## config.mk

```make
export PLATFORM = sky130hd
export DESIGN_NAME = sorted_ring_priority_queue_core
export DESIGN_NICKNAME = d
export VERILOG_FILES = /design/src/sv/srpq_pkg.sv /design/src/sv/srpq_ram.sv /design/src/sv/srpq_out.sv /design/src/sv/sorted_ring_priority_queue_core.sv
export SDC_FILE = /design/constraint.sdc
export NUM_CORES = 1
export LEC_CHECK = 0
export BUFFER_PORTS_ARGS = -buffer_cell sky130_fd_sc_hd__buf_2
export CAP_MARGIN = 10
export CORE_AREA = 5 5 222 224
export DETAILED_ROUTE_END_ITERATION = 12
export DIE_AREA = 0 0 227 229
export SLEW_MARGIN = 20
export SYNTH_ARGS = -nofsm -noshare
export SYNTH_HDL_FRONTEND = slang
export SYNTH_SLANG_ARGS = --single-unit
```

## constraint.sdc

```tcl
create_clock -name clk -period 14.1 [get_ports clk]
set_clock_uncertainty 0.2 [all_clocks]
set_input_delay 2.115 -clock clk [delete_from_list [all_inputs] [get_ports clk]]
set_output_delay 2.115 -clock clk [all_outputs]
set_load 0.005 [all_outputs]
```

## src/sv/srpq_pkg.sv

```systemverilog
`timescale 1ns / 1ps
// srpq_pkg: shared types and constants for the sorted ring priority queue
// no dependencies; imported by every module of the block except srpq_ram
package srpq_pkg;

  localparam int DEPTH = 8;
  localparam int IDX_W = (DEPTH > 1) ? $clog2(DEPTH) : 1;
  localparam int CNT_W = $clog2(DEPTH + 1);
  localparam int OCC_W = 4;
  localparam int VAL_W = 32;
  localparam int PRI_W = 8;
  localparam int STAT_W = 2;

  localparam logic [STAT_W-1:0] ST_DONE  = 2'd0;
  localparam logic [STAT_W-1:0] ST_FULL  = 2'd1;
  localparam logic [STAT_W-1:0] ST_EMPTY = 2'd2;

  localparam logic OP_INSERT = 1'b0;
  localparam logic OP_REMOVE = 1'b1;

  typedef struct packed {
    logic                    operation;
    logic signed [VAL_W-1:0] value;
    logic [PRI_W-1:0]        priority_req;
  } req_t;

  typedef struct packed {
    logic [STAT_W-1:0]       status;
    logic signed [VAL_W-1:0] removed_value;
    logic [PRI_W-1:0]        removed_priority;
    logic [OCC_W-1:0]        occupancy;
  } rsp_t;

  typedef struct packed {
    logic signed [VAL_W-1:0] value;
    logic [PRI_W-1:0]        pri;
  } entry_t;

  localparam int ENTRY_W = $bits(entry_t);

  function automatic logic [IDX_W-1:0] ring_next(input logic [IDX_W-1:0] i);
    return (i == IDX_W'(DEPTH - 1)) ? '0 : i + 1'b1;
  endfunction

  function automatic logic [IDX_W-1:0] ring_prev(input logic [IDX_W-1:0] i);
    return (i == '0) ? IDX_W'(DEPTH - 1) : i - 1'b1;
  endfunction

endpackage

```

## src/sv/srpq_ram.sv

```systemverilog
`timescale 1ns / 1ps
// srpq_ram: generic simple dual-port ram, one write and one registered read port
// no dependencies
module srpq_ram #(
  parameter int WIDTH = 8,
  parameter int DEPTH = 8
) (
  input  logic                                      clk,
  input  logic                                      we,
  input  logic [((DEPTH > 1) ? $clog2(DEPTH) : 1)-1:0] waddr,
  input  logic [WIDTH-1:0]                          wdata,
  input  logic                                      re,
  input  logic [((DEPTH > 1) ? $clog2(DEPTH) : 1)-1:0] raddr,
  output logic [WIDTH-1:0]                          rdata
);

  logic [WIDTH-1:0] mem [DEPTH];

  always_ff @(posedge clk) begin
    if (we) begin
      mem[waddr] <= wdata;
    end
    if (re) begin
      rdata <= mem[raddr];
    end
  end

endmodule

```

## src/sv/srpq_out.sv

```systemverilog
`timescale 1ns / 1ps
// srpq_out: result register between the sequencer and the response channel
// depends on srpq_pkg
module srpq_out (
  input  logic          clk,
  input  logic          rst,
  input  logic          push,
  input  srpq_pkg::rsp_t push_data,
  output logic          free,
  output srpq_pkg::rsp_t rsp,
  output logic          rsp_valid,
  input  logic          rsp_stall
);
  import srpq_pkg::*;

  assign free = !rsp_valid || !rsp_stall;

  always_ff @(posedge clk) begin
    if (rst) begin
      rsp_valid <= 1'b0;
    end else if (push && free) begin
      rsp_valid <= 1'b1;
    end else if (!rsp_stall) begin
      rsp_valid <= 1'b0;
    end
  end

  always_ff @(posedge clk) begin
    if (push && free) begin
      rsp <= push_data;
    end
  end

endmodule

```

## src/sv/sorted_ring_priority_queue_core.sv

```systemverilog
`timescale 1ns / 1ps
// sorted_ring_priority_queue_core: bounded priority queue in a ring held in one ram
// depends on srpq_pkg, srpq_ram, srpq_out
//
//   channel  dir  handshake             payload
//   req      in   req_valid/req_stall   req_t {operation, value, priority_req}
//   rsp      out  rsp_valid/rsp_stall   rsp_t {status, removed_value, removed_priority,
//                                               occupancy}
//
// remove: accept, ram read, result transfer to the output register
// insert: the new entry walks from tail to head until it reaches the head or a compare
//   stops it; one ram read and one compare per position walked
// rejected insert or remove: accept, then result transfer to the output register
// rst is synchronous; empty queue after reset, no clearing pass
// req is stalled while an item is in progress; a result that meets a full, stalled
//   output register waits in the last cycle and keeps req stalled
module sorted_ring_priority_queue_core (
  input  logic           clk,
  input  logic           rst,
  input  srpq_pkg::req_t req,
  input  logic           req_valid,
  output logic           req_stall,
  output srpq_pkg::rsp_t rsp,
  output logic           rsp_valid,
  input  logic           rsp_stall
);
  import srpq_pkg::*;

  localparam logic [2:0] S_IDLE = 3'd0;
  localparam logic [2:0] S_POP  = 3'd1;
  localparam logic [2:0] S_READ = 3'd2;
  localparam logic [2:0] S_CMP  = 3'd3;
  localparam logic [2:0] S_PUSH = 3'd4;

  logic [2:0]        state, state_next;
  logic [IDX_W-1:0]  head, head_next;
  logic [IDX_W-1:0]  tail, tail_next;
  logic [CNT_W-1:0]  count, count_next;
  logic [IDX_W-1:0]  cur, cur_next;
  entry_t            fresh, fresh_next;
  logic [STAT_W-1:0] pend_status, pend_status_next;
  entry_t            pend_entry, pend_entry_next;

  logic              mem_we, mem_re;
  logic [IDX_W-1:0]  mem_waddr, mem_raddr;
  entry_t            mem_wdata, mem_rdata;
  logic              push, free;
  rsp_t              push_data;
  logic              accept;

  assign req_stall = (state != S_IDLE);
  assign accept    = req_valid && !req_stall;

  srpq_ram #(
    .WIDTH(ENTRY_W),
    .DEPTH(DEPTH)
  ) u_ram (
    .clk   (clk),
    .we    (mem_we),
    .waddr (mem_waddr),
    .wdata (mem_wdata),
    .re    (mem_re),
    .raddr (mem_raddr),
    .rdata (mem_rdata)
  );

  srpq_out u_out (
    .clk       (clk),
    .rst       (rst),
    .push      (push),
    .push_data (push_data),
    .free      (free),
    .rsp       (rsp),
    .rsp_valid (rsp_valid),
    .rsp_stall (rsp_stall)
  );

  always_comb begin
    state_next       = state;
    head_next        = head;
    tail_next        = tail;
    count_next       = count;
    cur_next         = cur;
    fresh_next       = fresh;
    pend_status_next = pend_status;
    pend_entry_next  = pend_entry;
    mem_we           = 1'b0;
    mem_waddr        = cur;
    mem_wdata        = fresh;
    mem_re           = 1'b0;
    mem_raddr        = ring_prev(cur);
    push             = 1'b0;
    push_data        = '{status: pend_status, removed_value: pend_entry.value,
                         removed_priority: pend_entry.pri,
                         occupancy: OCC_W'(count)};
    unique case (state)
      S_IDLE: begin
        if (accept) begin
          pend_entry_next = '0;
          if (req.operation == OP_REMOVE) begin
            if (count == '0) begin
              pend_status_next = ST_EMPTY;
              state_next       = S_PUSH;
            end else begin
              mem_re           = 1'b1;
              mem_raddr        = head;
              head_next        = ring_next(head);
              count_next       = count - 1'b1;
              pend_status_next = ST_DONE;
              state_next       = S_POP;
            end
          end else begin
            if (count == CNT_W'(DEPTH)) begin
              pend_status_next = ST_FULL;
              state_next       = S_PUSH;
            end else begin
              fresh_next       = '{value: req.value, pri: req.priority_req};
              cur_next         = tail;
              tail_next        = ring_next(tail);
              count_next       = count + 1'b1;
              pend_status_next = ST_DONE;
              state_next       = S_READ;
            end
          end
        end
      end
      S_POP: begin
        pend_entry_next = mem_rdata;
        state_next      = S_PUSH;
      end
      S_READ: begin
        // walked up to the head: the new entry lands here
        if (cur == head) begin
          mem_we     = 1'b1;
          state_next = S_PUSH;
        end else begin
          mem_re     = 1'b1;
          state_next = S_CMP;
        end
      end
      S_CMP: begin
        mem_we = 1'b1;
        if (fresh.pri > mem_rdata.pri) begin
          mem_wdata  = mem_rdata;
          cur_next   = ring_prev(cur);
          state_next = S_READ;
        end else begin
          state_next = S_PUSH;
        end
      end
      S_PUSH: begin
        if (free) begin
          push       = 1'b1;
          state_next = S_IDLE;
        end
      end
      default: begin
        state_next = S_IDLE;
      end
    endcase
  end

  always_ff @(posedge clk) begin
    if (rst) begin
      state <= S_IDLE;
      head  <= '0;
      tail  <= '0;
      count <= '0;
    end else begin
      state <= state_next;
      head  <= head_next;
      tail  <= tail_next;
      count <= count_next;
    end
  end

  always_ff @(posedge clk) begin
    cur         <= cur_next;
    fresh       <= fresh_next;
    pend_status <= pend_status_next;
    pend_entry  <= pend_entry_next;
  end

  // occupancy bounded by the ring size
  assert property (@(posedge clk) disable iff (rst) count <= CNT_W'(DEPTH))
    else $error("entry count above depth");

  // empty or full ring has head and tail together
  assert property (@(posedge clk) disable iff (rst)
    (count == '0 || count == CNT_W'(DEPTH)) |-> head == tail)
    else $error("ring pointers out of step with count");

  // remove on an empty queue reports empty without touching the pointers
  assert property (@(posedge clk) disable iff (rst)
    (accept && req.operation == OP_REMOVE && count == '0)
      |=> (state == S_PUSH && pend_status == ST_EMPTY && $stable(head)))
    else $error("empty remove mishandled");

  // the ram is written only while placing an insert
  assert property (@(posedge clk) disable iff (rst)
    mem_we |-> (state == S_READ || state == S_CMP))
    else $error("ram write outside insert walk");

endmodule

```

# == After elaboration in Yosys (flattened, before gate mapping) ==
# Memories as Yosys holds them, arrays and structs flattened. A register that Yosys moved wholly into a read port is not among the register bits.
# Cells that the tools add are included.
# totals
register_bits,145
latch_bits,0
ram_bits,320
romBits,0
inputBits,45
out_inout_bits,48
word_cells,103
n_memories,1
# classes
add_sub_neg,5
n_mul,0
n_div,0
order_cmp,1
n_eq_ne,16
n_shift,0
muxes,43
bitwise,3
n_reduce_logical,19
# memory_table
name,words,word_bits,rd,rd_ports_with_merged_regs,write_ports,line_no,source
u_ram.mem,8,40,1,1,1,srpq_ram.sv:17,logic [WIDTH-1:0] mem [DEPTH];
# op_table
op,n
$mux 40,3
$pmux 40 s2,1
$mux 3,18
$pmux 3 s5,1
$mux 1,12
$mux 4,3
$ne 2x2->1 const B,6
$reduce_and 4->1,3
$eq 3x3->1 const B,3
$gt 8x8->1,1
$add 3x1->3 const B,2
$eq 3x2->1 const B,2
$logic_not 3->1,2
$pmux 3 s2,1
$reduce_and 2->1,3
$reduce_and 5->1,1
$add 4x1->4 const B,1
$eq 4x4->1 const B,1
$logic_not 4->1,1
$mux 2,2
$ne 2x1->1 const B,2
$pmux 1 s2,2
$reduce_bool 2->1,2
$sub 4x1->4 const B,1
other kinds (8),13

# == Logic depth before layout (Yosys ltp) ==
# Gate-level depths: netlist (run 1).
# logic_depth
depth_word,6
depth_mapped,10
depth_no_buf,8

# == Modules after synthesis ==
# Synthesis (run 1) repeated with hierarchy kept, for this count alone.
# hier_totals
cells_unflattened,883
area_unflattened_um2,19491.2
# by_module_without_submodules
mod,instances,cells_per_inst,area_each_um2,seq_area_each_um2
srpq_ram,1,515,13571.8,10810.4
sorted_ring_priority_queue_core,1,317,4499.3,2812.7
srpq_out,1,51,1420.1,1401.3

# == Worst setup path before layout (run 1) ==
# No wires, ideal clock.
# synth_timing
path_kind,input to register
start,in rsp_stall
end,reg u_out.rsp[0] (netlist name)
setup_ps,465
arrival_ps,4388
required_time_ps,13435
setup_slack_ps,9048
path_stages,1
path_buffers,0
path_cell_list,a21oi_1
# synth_between
elab_chain_len,5
# synth_rtl
element,line_no,source
start: declaration,sorted_ring_priority_queue_core.sv:25,input logic rsp_stall
$logic_not 1->1 (*),srpq_out.sv:16,assign free = !rsp_valid || !rsp_stall;
$logic_or 1x1->1 (*),srpq_out.sv:16,
$mux 1,sorted_ring_priority_queue_core.sv:152,if (free) begin
$mux 1,sorted_ring_priority_queue_core.sv:96,unique case (state)
$logic_and 1x1->1 (*),srpq_out.sv:29,if (push && free) begin
# Mark *: on every way between the ends. The rest lies on a longest branch, timed or not.
# A chain may end at the register's enable or synchronous reset.

# == Final worst setup path (run 1) ==
# layout_timing
start,in req_valid
end,"reg u_ram.rdata[19] (read register of u_ram.mem), data pin"
# layout_between
elab_chain_len,3
word_cells_on_any_way,5
cone_classes,4 x mux; 1 x reduce/logical
# layout_rtl
element,line_no,source
start: declaration,sorted_ring_priority_queue_core.sv:21,"input logic req_valid,"
$logic_and 1x1->1 (*),sorted_ring_priority_queue_core.sv:52,assign accept = req_valid && !req_stall;
$mux 1 or $mux 3 (tied branches),sorted_ring_priority_queue_core.sv:98,if (accept) begin
$pmux 1 s2 or $mux 3 (tied branches),sorted_ring_priority_queue_core.sv:96,
end: declaration,srpq_ram.sv:14,output logic [WIDTH-1:0] rdata
# Marked as above.

==> summary.txt, run 1 <==
Power and ir drop
  • Tot Pwr: between 5 and 6 mW
  • Worst vdd ir: between 0.00015 and 0.0002 V
  • Pwr dens: between 200 and 250 mW/mm²
  • Lkg Pwr: around 7.9 nW

Critical path
  • Worst Setup End Kind: register
  • CP Cell Sequence: buf_2 -> or4b_2 -> buf_4 -> o21ai_4 -> nand2_4 -> a2111oi_0 -> nor3_1
  • RR Startpoint: state[2]
  • R2r setup slk: approximately 10000 ps
  • Max FO, Critical Path: 80
  • WS Path Type: in2reg
  • Crit path buf inv count: 2
  • RR Endpoint: u_ram.rdata[19]
  • Required time worst endpoint: 14,210 ps
  • Crit path max-delay family: compound AO/OA/AOI/OAI gates
  • Startpoint types: primary input
  • CP arrival: about 5400 ps
  • CP max-delay cell: a2111oi_0
  • Worst r2r path cells: 6
  • Slowest stage delay, CP: roughly 890 ps

Hold path
  • Tightest Hold Check Type: reg2reg
  • Worst hold path stage count: 0
  • HP Start: pend_entry[4]
  • End of the worst hold path: u_out.rsp[8]

Yosys
  • Mapped Cells: ~1.4k
  • Post-Syn Area: between 0.02 and 0.025 mm²
  • Post-synthesis sequential area ratio: a little under three quarters
  • Yosys warning count: 0
  • Post-synthesis register bit count: about 500
  • Number of synthesized flops with an enable pin: between 400 and 500
  • Mean post-synth cell area: 14.8 µm²
  • Syn_nets: around 1.5k
  • Asr flop ratio synth: 0%
  • Post-synth cell types: between 50 and 60
  • Predominant post-synthesis flop cell: edfxtp_1

GRT
  • Largest net degree at the start of global routing: between 100 and 150
  • Gr usage total: 19.1%
  • Initial antenna violation count: 0
  • Vias in the first global route: ~13k
  • First-pass GRT wire length: between 70 and 80 mm
  • Total gr overflow: 0

Floorplanning
  • Die Area: between 0.05 and 0.06 mm²
  • Io pins: 93
  • Row count: 80
  • Starting Density: 44.5%
  • Die height: 229 µm
  • Core region area: 0.0471 mm²
  • Die X: between 200 and 250 µm

Run
  • Maxcap violations: 0

Routing
  • DRT Pass-1 Iters: 6
  • Detailed-route via count: roughly 13k
  • Vias per cell: about 5.9
  • Final Routed Wirelength: around 50 mm
  • Drt initial violations: between 1k and 1.5k
  • DR WL/cell: between 20 and 25 µm
  • Post-DRT Antenna Nets: 0
  • DRC: 0

STA
  • Setup TNS: 0 ps
  • Unrepaired setup endpoints after global routing: false
  • Final Hold Fails: 0
  • Final min period: approximately 5300 ps
  • Setup Viol. Count Final: 0
  • Slew Viols, Final: 0
  • Final Cycle Share: about 38%
  • Slew headroom: 27.6%
  • Worst-Margin Slew: 1080 ps
  • Max Fclk: between 150 and 200 MHz

Cells and area
  • Area Growth Syn to Fin: 13.1%
  • Layout cell share with drive strength beyond 1: between 15 and 20%
  • Commonest cells after routing, fill and taps aside: edfxtp_1, buf_2, nand2b_1
  • Nets: around 1.5k
  • Most common cell after layout, fill and taps aside: edfxtp_1
  • Finished Core Util: between 50% and 60%
  • Number of diodes: 0
  • Filler cells: 3,976

Clock network
  • TritonCTS clock tree: built
  • Worst-Skew Late Latency: between 500 and 600 ps
  • Postcts setup bufs: 0
  • Root Driver: clkbuf_16
  • Post-CTS sizing: 0
  • CTS buffer count: 52
  • H-tree depth: 2
  • CTS clk-pin slew, worst paths: ~60 ps
  • Hold_buf cts: 0
  • Clk buf depth: 3
  • Clock sinks: between 500 and 600

Run status
  • Outcome: finished clean

Placed design
  • PortBufs: between 90 and 100
  • DP HPWL: 25.6 mm
  • RePlAce Congestion: 0.765
cells in the mapped netlist (9+ instances only):
cell	number	share of area [%]
a2111oi_0	80	3.3
a211oi_1	41	1.5
a21oi_1	57	1.4
a311oi_1	40	1.7
a32o_1	40	1.9
and2_1	41	1.2
and3_1	85	2.5
buf_2	10	0.24
buf_6	9	0.48
clkbuf_1	99	1.8
dfxtp_1	14	1.3
edfxtp_1	491	70
ha_1	16	0.95
inv_1	16	0.29
mux2_2	40	2.1
nand2_1	62	1.1
nand2b_1	82	2.4
nand3_1	40	0.95
nor2_1	11	0.20
nor3_1	49	1.2
o21ai_0	45	1.1
report_power, final:
part	internal (mW)	leakage, nW	total, mW	switching (mW)
Sequential	2.05	4.60	2.16	0.108
Combinational	0.562	2.46	1.77	1.21
Clock	0.795	0.822	1.37	0.572
Total	3.41	7.89	5.30	1.89
flip-flops by register name (all words and copies together) (netlist names):
register / cells
count: 4
cur: 3
fresh: 40
head: 3
pend_entry: 40
pend_status: 2
state: 3
tail: 3
u_out.rsp: 46
u_out.rsp_valid: 1
u_ram.mem: 320
u_ram.rdata: 40
stage by stage:
stage,setup slack [ps],area [µm²],hold WS [ps],cells
2_1_floorplan,9050,21000,200,1421
3_3_place_gp,8240,22000,200,2036
3_5_place_dp,8160,22000,205,2036
4_1_cts,8780,23700,219,2132
5_1_grt,8610,23700,222,2133
6_report,8790,23700,217,2133
area by class of cell:
type	count	area (µm²)	area share, %
Sequential cell	505	15000	63.4
Timing Repair Buffer	123	697	2.94
Multi-Input combinational cell	777	5470	23.1
Clock inverter	36	328	1.38
Clock buffer	60	1350	5.71
Tap cell	615	769	3.25
Inverter	17	65.1	0.274
per-layer routing:
metal  global-route usage [%]  routed length (µm)  vias up
met2                     29.1               22900      441
met5                        0                   0        -
met3                     3.29                3390       78
li1                         -                   -     5753
met1                     28.2               22600     6382
met4                     5.94                1130        0
worst max-delay path by stage:
stage	to	start	cells past startpoint	slack [ps]
6_report	u_ram.rdata[19]	req_valid	7	8790
5_1_grt	u_ram.rdata[11]	req_valid	8	8610
4_1_cts	u_ram.rdata[28]	req_valid	8	8780
3_5_place_dp	u_ram.rdata[23]	req_valid	8	8160
3_3_place_gp	u_ram.rdata[33]	req_valid	8	8240
2_1_floorplan	u_out.rsp[0]	rsp_stall	1	9050
cell families after synthesis:
logic type | Yosys count | share of synthesized area, %
xor+xnor | 7 | 0.292
compound gates | 321 | 11.6
simple gates | 390 | 10.3
mux | 42 | 2.24
fa+ha+maj | 17 | 1.05
buf+inv | 139 | 2.89
flops | 505 | 71.7
Note: power is estimated with default switching activity, not from simulation.
==> run 2, diff against run 1 <==
==> constraint.sdc (replaced) <==
create_clock -name clk -period 4.8 [get_ports clk]
set_clock_uncertainty 0.2 [all_clocks]
set_input_delay 0.72 -clock clk [delete_from_list [all_inputs] [get_ports clk]]
set_output_delay 0.72 -clock clk [all_outputs]
set_load 0.005 [all_outputs]
==> run 2 against run 1 <==
Against the previous run:
- clock power rose to 2.9 times the previous value
- global-route usage rose by 0.21 points
- wire length rose by 1.7%
- non-clock buffer count rose by 11
- via count rose by 1.9%
- highest routed layer unchanged
==> summary.txt, run 2 (same netlist as run 1, synthesis figures left out) <==
GRT
  • Gr usage total: 19.3% (was 19.1%)
  • Vias in the first global route: 12.9k (was 12.6k)
  • First-pass GRT wire length: 78.1 mm (was 77.1 mm)
  • Largest net degree at the start of global routing: 83 (was 106)
  • Initial antenna violation count: 0 (unchanged)
  • Total gr overflow: 0 (unchanged)

Critical path
  • Worst Setup End Kind: register (unchanged)
  • WS Path Type: reg2reg (was in2reg)
  • Startpoint types: register (was primary input)
  • Max FO, Critical Path: 48 (was 80)
  • Required time worst endpoint: 4910 ps (was 14,210 ps)
  • CP arrival: 4010 ps (was 5420 ps)

Floorplanning
  • Core region area: 0.0471 mm² (unchanged)
  • Die X: 227 µm (unchanged)
  • Row count: 80 (unchanged)
  • Die Area: 0.0520 mm² (unchanged)
  • Starting Density: 44.5% (unchanged)
  • Io pins: 93 (unchanged)
  • Die height: 229 µm (unchanged)

Routing
  • DRT Pass-1 Iters: 5 (was 6)
  • DR WL/cell: 23.7 µm (was 23.5 µm)
  • DRC: 0 (unchanged)
  • Drt initial violations: 1,229 (was 1,098)
  • Detailed-route via count: 12.9k (was 12.7k)
  • Final Routed Wirelength: 50.9 mm (was 50.0 mm)
  • Post-DRT Antenna Nets: 0 (unchanged)
  • Vias per cell: 6.01 (was 5.93)

STA
  • Final min period: a little under 4000 ps
  • Final Hold Fails: 0 (unchanged)
  • Worst-Margin Slew: 1040 ps (was 1080 ps)
  • Setup TNS: 0 ps (unchanged)
  • Final Cycle Share: 81.1%
  • Unrepaired setup endpoints after global routing: false (unchanged)
  • Setup Viol. Count Final: 0 (unchanged)
  • Max Fclk: between 200 and 300 MHz
  • Slew headroom: 30.7% (was 27.6%)
  • Slew Viols, Final: 0 (unchanged)

Placed design
  • DP Area: 0.0221 mm² (was 0.0220 mm²)
  • RePlAce Congestion: 0.769 (was 0.765)
  • PortBufs: 92 (unchanged)
  • DP HPWL: 27.7 mm (was 25.6 mm)

Run status
  • Outcome: finished clean (unchanged)

Cells and area
  • Area of the multi-input gates: 0.00546 mm² (was 0.00547 mm²)
  • Sequential Area: 0.0150 mm² (unchanged)
  • Largest register by flop count: u_ram.mem (unchanged)
  • Largest regs: u_ram.mem (320), u_out.rsp (46) (unchanged)
  • Nets: 1,549 (was 1,538)
  • Most common cell after layout, fill and taps aside: edfxtp_1 (unchanged)
  • Area Growth Syn to Fin: 13.5% (was 13.1%)
  • Layout cell share with drive strength beyond 1: 18.1% (was 17.6%)
  • Filler cells: 3,906 (was 3,976)
  • Final Instance Area: 0.0238 mm² (was 0.0237 mm²)
  • Commonest cells after routing, fill and taps aside: edfxtp_1, buf_2, nand2b_1 (unchanged)
  • Number of diodes: 0 (unchanged)
  • Max reg flops: 320 (unchanged)

Run
  • Maxcap violations: 0 (unchanged)

Clock network
  • Post-CTS sizing: 0 (unchanged)
  • Postcts setup bufs: 0 (unchanged)
  • H-tree depth: 2 (unchanged)
  • Hold_buf cts: 0 (unchanged)
  • Root Driver: clkbuf_16 (unchanged)
  • Worst-Skew Late Latency: 600 ps (was 590 ps)
  • TritonCTS clock tree: built (unchanged)
  • Clock sinks: 505 (unchanged)
  • CTS buffer count: 52 (unchanged)
  • CTS clk-pin slew, worst paths: 60 ps (about the same)
  • Clk buf depth: 3 (unchanged)

Power and ir drop
  • Comb power frac: 33.9% (was 33.5%)
  • Pwr dens: 655 mW/mm² (was 224 mW/mm²)
  • P_sw: 5.57 mW (was 1.89 mW)
  • Worst vdd ir: 0.000428 V (was 0.000165 V)
  • Lkg Pwr: 7.93 nW (was 7.89 nW)
  • Switching share of power: 35.7% (about the same)
  • Clock power share: 25.3% (was 25.8%)
  • Internal: 10.0 mW (was 3.41 mW)
  • Reg power frac: 40.8% (about the same)

Hold path
  • Tightest Hold Check Type: in2reg (was reg2reg)
run 2: cell types whose count changed in the layout (fill, tap and decap cells not counted), moves of 2 or more:
cell and change:
clkbuf_8 +4, clkinv_1 -5, buf_4 +7, clkbuf_1 +7
clkinv_2 -2, bufinv_16 -2, buf_12 +4
run 2: power groups by stage:
stage | clock network (mW) | registers, mW | logic [mW]
after floorplan | 0 | 6.31 | 3.54
after global placement | 0 | 6.44 | 5.21
after detailed placement | 0 | 6.44 | 5.33
after CTS | 4.03 | 6.37 | 5.33
after global routing | 4.22 | 6.43 | 5.77
final | 3.94 | 6.36 | 5.29
run 2: cell type report:
class | instances | share of cell area (%)
repair buffers | 134 | 3.49
inverters | 17 | 0.273
clock inverters | 27 | 1.03
flip-flops and latches | 505 | 63.1
clock buffers | 70 | 5.92
multi-input cells | 777 | 22.9
well taps | 615 | 3.23
run 2: critical path, stage by stage, from the launching register on:
cell,delay (ps)
dfxtp_1,380
or4b_2,770
buf_4,360
o21ai_1,330
nand2_2,630
a2111oi_0,830
nor3_1,90
run 2: metal layers:
| metal | track usage, % | vias to the layer above | wire length (µm) |
|---|---|---|---|
| met2 | 29.6 | 464 | 23200 |
| met4 | 6.13 | 0 | 1380 |
| met3 | 3.06 | 98 | 3400 |
| met5 | 0 | - | 0 |
| li1 | - | 5780 | - |
| met1 | 28.4 | 6555 | 22900 |
run 2: stage by stage:
stage | utilization [%] | hold WS [ps] | worst slack [ps] | std cells | power (mW)
after floorplan | - | 200 | 187 | 1421 | 9.84
after global placement | 46.9 | 204 | 566 | 2047 | 11.7
after detailed placement | 46.9 | 207 | 531 | 2047 | 11.8
after CTS | 50.5 | 56.3 | 911 | 2144 | 15.7
after global routing | 50.5 | 71.9 | 764 | 2145 | 16.4
final | 50.5 | 101 | 905 | 2145 | 15.6
run 2: final timing paths:
kind / startpoint / to / slack, ps / cells after the start
worst max-delay path: state[2] / u_ram.rdata[20] / 900 / 6
worst min-delay path: req[27] / fresh[27] / 100 / 1
worst max register to register: state[2] / u_ram.rdata[20] / 900 / 6
worst min register to register: pend_entry[9] / u_out.rsp[13] / 220 / 0
==> run 3, diff against run 2 <==
--- a/config.mk
+++ b/config.mk
@@ -5,6 +5,7 @@
 export SDC_FILE = /design/constraint.sdc
 export NUM_CORES = 1
 export LEC_CHECK = 0
+export ABC_AREA = 1
 export BUFFER_PORTS_ARGS = -buffer_cell sky130_fd_sc_hd__buf_2
 export CAP_MARGIN = 10
 export CORE_AREA = 5 5 222 224
==> constraint.sdc (replaced) <==
create_clock -name clk -period 3.7 [get_ports clk]
set_clock_uncertainty 0.2 [all_clocks]
set_input_delay 0.555 -clock clk [delete_from_list [all_inputs] [get_ports clk]]
set_output_delay 0.555 -clock clk [all_outputs]
set_load 0.005 [all_outputs]
==> run 3 against run 2 <==
Against the previous run:
- first-iteration DRC count decreased by 27%
- largest power group unchanged
- die area unchanged
- via count increased by 1.7%
- critical endpoint is now u_ram.rdata[23]
- combinational power decreased by 12%
==> summary.txt, run 3 <==
Run status
  • Outcome: finished clean (unchanged)

GRT
  • Vias in the first global route: 13.0k (was 12.9k)
  • Gr usage total: 18.2% (was 19.3%)
  • Total gr overflow: 0 (unchanged)
  • Initial antenna violation count: 1 (was 0)
  • Largest net degree at the start of global routing: 162 (was 83)
  • First-pass GRT wire length: 73.7 mm (was 78.1 mm)

STA
  • Slew headroom: 35.5% (was 30.7%)
  • Max Fclk: 319 MHz (was 257 MHz)
  • Slew Viols, Final: 0 (unchanged)
  • Final Cycle Share: 84.7% (was 81.1%)
  • Unrepaired setup endpoints after global routing: false (unchanged)
  • Worst-Margin Slew: 957 ps (was 1040 ps)
  • Setup Viol. Count Final: 0 (unchanged)
  • Final Hold Fails: 0 (unchanged)
  • Post-route worst setup slack: 566 ps (was 905 ps)
  • Setup TNS: 0 ps (unchanged)
  • Final min period: 3130 ps (was 3900 ps)

Critical path
  • Startpoint types: register (unchanged)
  • Crit path buf inv count: 2 (was 1)
  • Crit path max-delay family: simple AND/OR/NAND/NOR gates (unchanged)
  • WS Path Type: reg2reg (unchanged)
  • Max FO, Critical Path: 45 (was 48)
  • Slowest stage delay, CP: 540 ps (was 830 ps)
  • Required time worst endpoint: 3840 ps (was 4910 ps)
  • CP max-delay cell: edfxtp_1 (was a2111oi_0)
  • Worst Setup End Kind: register (unchanged)
  • Most frequent CP cell: nand2_1
  • CP Cell Sequence: inv_2 -> ha_1 -> ha_1 -> or2_2 -> o21ai_4 -> nand2_4 -> buf_4 -> nand2_1 -> nand2_1 -> nand2_1 -> nand2_1 -> nand2_1 -> nand2_1 (was or4b_2 -> buf_4 -> o21ai_1 -> nand2_2 -> a2111oi_0 -> nor3_1)
  • CP arrival: 3280 ps (was 4010 ps)

Clock network
  • Root Driver: clkbuf_16 (unchanged)
  • Clock sinks: 505 (unchanged)
  • H-tree depth: 2 (unchanged)
  • Worst-Skew Late Latency: 590 ps (was 600 ps)
  • TritonCTS clock tree: built (unchanged)
  • Postcts setup bufs: 0 (unchanged)
  • CTS clk-pin slew, worst paths: 60 ps (about the same)
  • Post-CTS sizing: 0 (unchanged)
  • CTS buffer count: 53 (was 52)
  • Clk buf depth: 3 (unchanged)

Floorplanning
  • Die X: 227 µm (unchanged)
  • Starting Density: 44.2% (was 44.5%)
  • Row count: 80 (unchanged)
  • Core region area: 0.0471 mm² (unchanged)
  • Die Area: 0.0520 mm² (unchanged)
  • Io pins: 93 (unchanged)
  • Die height: 229 µm (unchanged)

Routing
  • Post-DRT Antenna Nets: 0 (unchanged)
  • Detailed-route via count: 13.1k (was 12.9k)
  • DRC: 0 (unchanged)
  • Vias per cell: 5.05 (was 6.01)
  • Final Routed Wirelength: 47.2 mm (was 50.9 mm)
  • DR WL/cell: 18.2 µm (was 23.7 µm)
  • DRT Pass-1 Iters: 5 (unchanged)
  • Drt initial violations: 895 (was 1,229)

Run
  • Maxcap violations: 0 (unchanged)

Yosys
  • Post-synthesis sequential area ratio: 72.1% (was 71.7%)
  • Yosys warning count: 0 (unchanged)
  • Most numerous cell in the Yosys netlist: nand2_1 (was edfxtp_1)
  • Synth area leaders: edfxtp_1, nand2_1, nand3_1, inv_1, nand3b_1 (was edfxtp_1, a2111oi_0, and3_1, nand2b_1, mux2_2)
  • Post-synthesis register bit count: 505 (unchanged)
  • Post-synth cell types: 29 (was 53)
  • Number of synthesized flops with an enable pin: 491 (unchanged)
  • Most area-hungry cell type in the Yosys netlist: edfxtp_1 (unchanged)
  • Syn_nets: 1,865 (was 1,483)
  • Predominant post-synthesis flop cell: edfxtp_1 (unchanged)
  • Mean post-synth cell area: 11.6 µm² (was 14.8 µm²)
  • Post-Syn Area: 0.0208 mm² (was 0.0210 mm²)
  • Most frequent cells after synthesis: nand2_1, edfxtp_1, inv_1 (was edfxtp_1, clkbuf_1, and3_1)
  • Top-area cell type share of the netlist area: 70.7% (was 70.3%)
  • Asr flop ratio synth: 0% (unchanged)
  • Mapped Cells: 1,803 (was 1,421)

Cells and area
  • Commonest cells after routing, fill and taps aside: nand2_1, edfxtp_1, inv_1 (was edfxtp_1, buf_2, nand2b_1)
  • Nets: 2,003 (was 1,549)
  • Max reg flops: 320 (unchanged)
  • Most common cell after layout, fill and taps aside: nand2_1 (was edfxtp_1)
  • Number of diodes: 0 (unchanged)
  • Area Growth Syn to Fin: 16.9% (was 13.5%)
  • Final Instance Area: 0.0244 mm² (was 0.0238 mm²)
  • Layout cell share with drive strength beyond 1: 11.7% (was 18.1%)
  • Largest regs: u_ram.mem (320), u_out.rsp (46) (unchanged)
  • Largest register by flop count: u_ram.mem (unchanged)

Power and ir drop
  • Pwr dens: 705 mW/mm² (was 655 mW/mm²)
  • Worst vdd ir: 0.000458 V (was 0.000428 V)
  • Lkg Pwr: 10.0 nW (was 7.93 nW)

Placed design
  • DP Area: 0.0223 mm² (was 0.0221 mm²)
  • Setup WS pre-CTS: 564 ps (was 531 ps)
  • PortBufs: 92 (unchanged)
  • RePlAce Congestion: 0.757 (was 0.769)
  • DP HPWL: 25.2 mm (was 27.7 mm)

Hold path
  • Tightest Hold Check Type: in2reg (unchanged)
run 3: cell count changes after synthesis, moves of 42 or more:
cell / delta
nand2b_1: -82
nor3_1: -42
nand3_1: +169
nand3b_1: +80
and3_1: -85
inv_1: +210
clkbuf_1: -46
a21oi_1: -44
a2111oi_0: -80
nand2_1: +457
nor2_1: +53
run 3: worst register-to-register path: stages (launching register included):
cell and delay (ps):
edfxtp_1 540, inv_2 160, ha_1 230, ha_1 160, or2_2 330, o21ai_4 110, nand2_4 320, buf_4 420
nand2_1 160, nand2_1 50, nand2_1 60, nand2_1 50, nand2_1 60, nand2_1 60
run 3: where the power goes:
group          switching (mW)  internal, mW
combinational            3.23          1.41
sequential              0.201          7.32
clock                    2.10          2.93
run 3: through the flow:
stage	instances	util, %	power, mW	hold slack, ps
final	2596	51.7	17.2	52.1
after detailed placement	2459	47.3	12.2	205
after global placement	2459	47.3	12.2	202
after floorplan	1803	-	10.6	200
after global routing	2596	51.7	18.2	55.0
after CTS	2595	51.6	17.3	19.1
run 3: path summary, 6_finish.rpt:
kind / start / to / slack [ps] / cells past startpoint
setup / recovery: cur[0] / u_ram.rdata[23] / 570 / 13
hold / removal: rsp_stall / u_out.rsp_valid / 50 / 3
setup reg to reg: cur[0] / u_ram.rdata[23] / 570 / 13
hold reg to reg: pend_status[1] / u_out.rsp[45] / 210 / 0
run 3: layout make-up:
| cell class | instances | area, µm² |
|---|---|---|
| inverters | 228 | 856 |
| repair buffers | 171 | 1360 |
| flip-flops and latches | 505 | 15000 |
| clock inverters | 25 | 201 |
| multi-input cells | 982 | 4710 |
| well taps | 615 | 769 |
| fillers | 4065 | 22800 |
| clock buffers | 70 | 1440 |
run 3: cells by family after synthesis:
kind of cell / Yosys count / synth area share, %
AO/OA/AOI/OAI: 71 / 1.80
XOR/XNOR: 5 / 0.210
adder cells (fa/ha/maj): 17 / 1.06
buffers and inverters: 316 / 5.86
flip-flops: 505 / 72.1
AND/OR/NAND/NOR: 889 / 19.0
run 3: routing by layer:
metal | global-route usage, % | share of wire, % | vias up
li1 | - | - | 6318
met1 | 25.2 | 44 | 6314
met2 | 29.5 | 47 | 384
met3 | 2.69 | 6.3 | 105
met4 | 6.45 | 3.0 | 0
met5 | 0 | 0 | -
run 3: what timing repair did:
item | 4_1_cts | 5_1_grt
hold endpoints to repair | 43 | 0
endpoints found under the setup margin | 0 | 0
hold buffers | 41 | 0
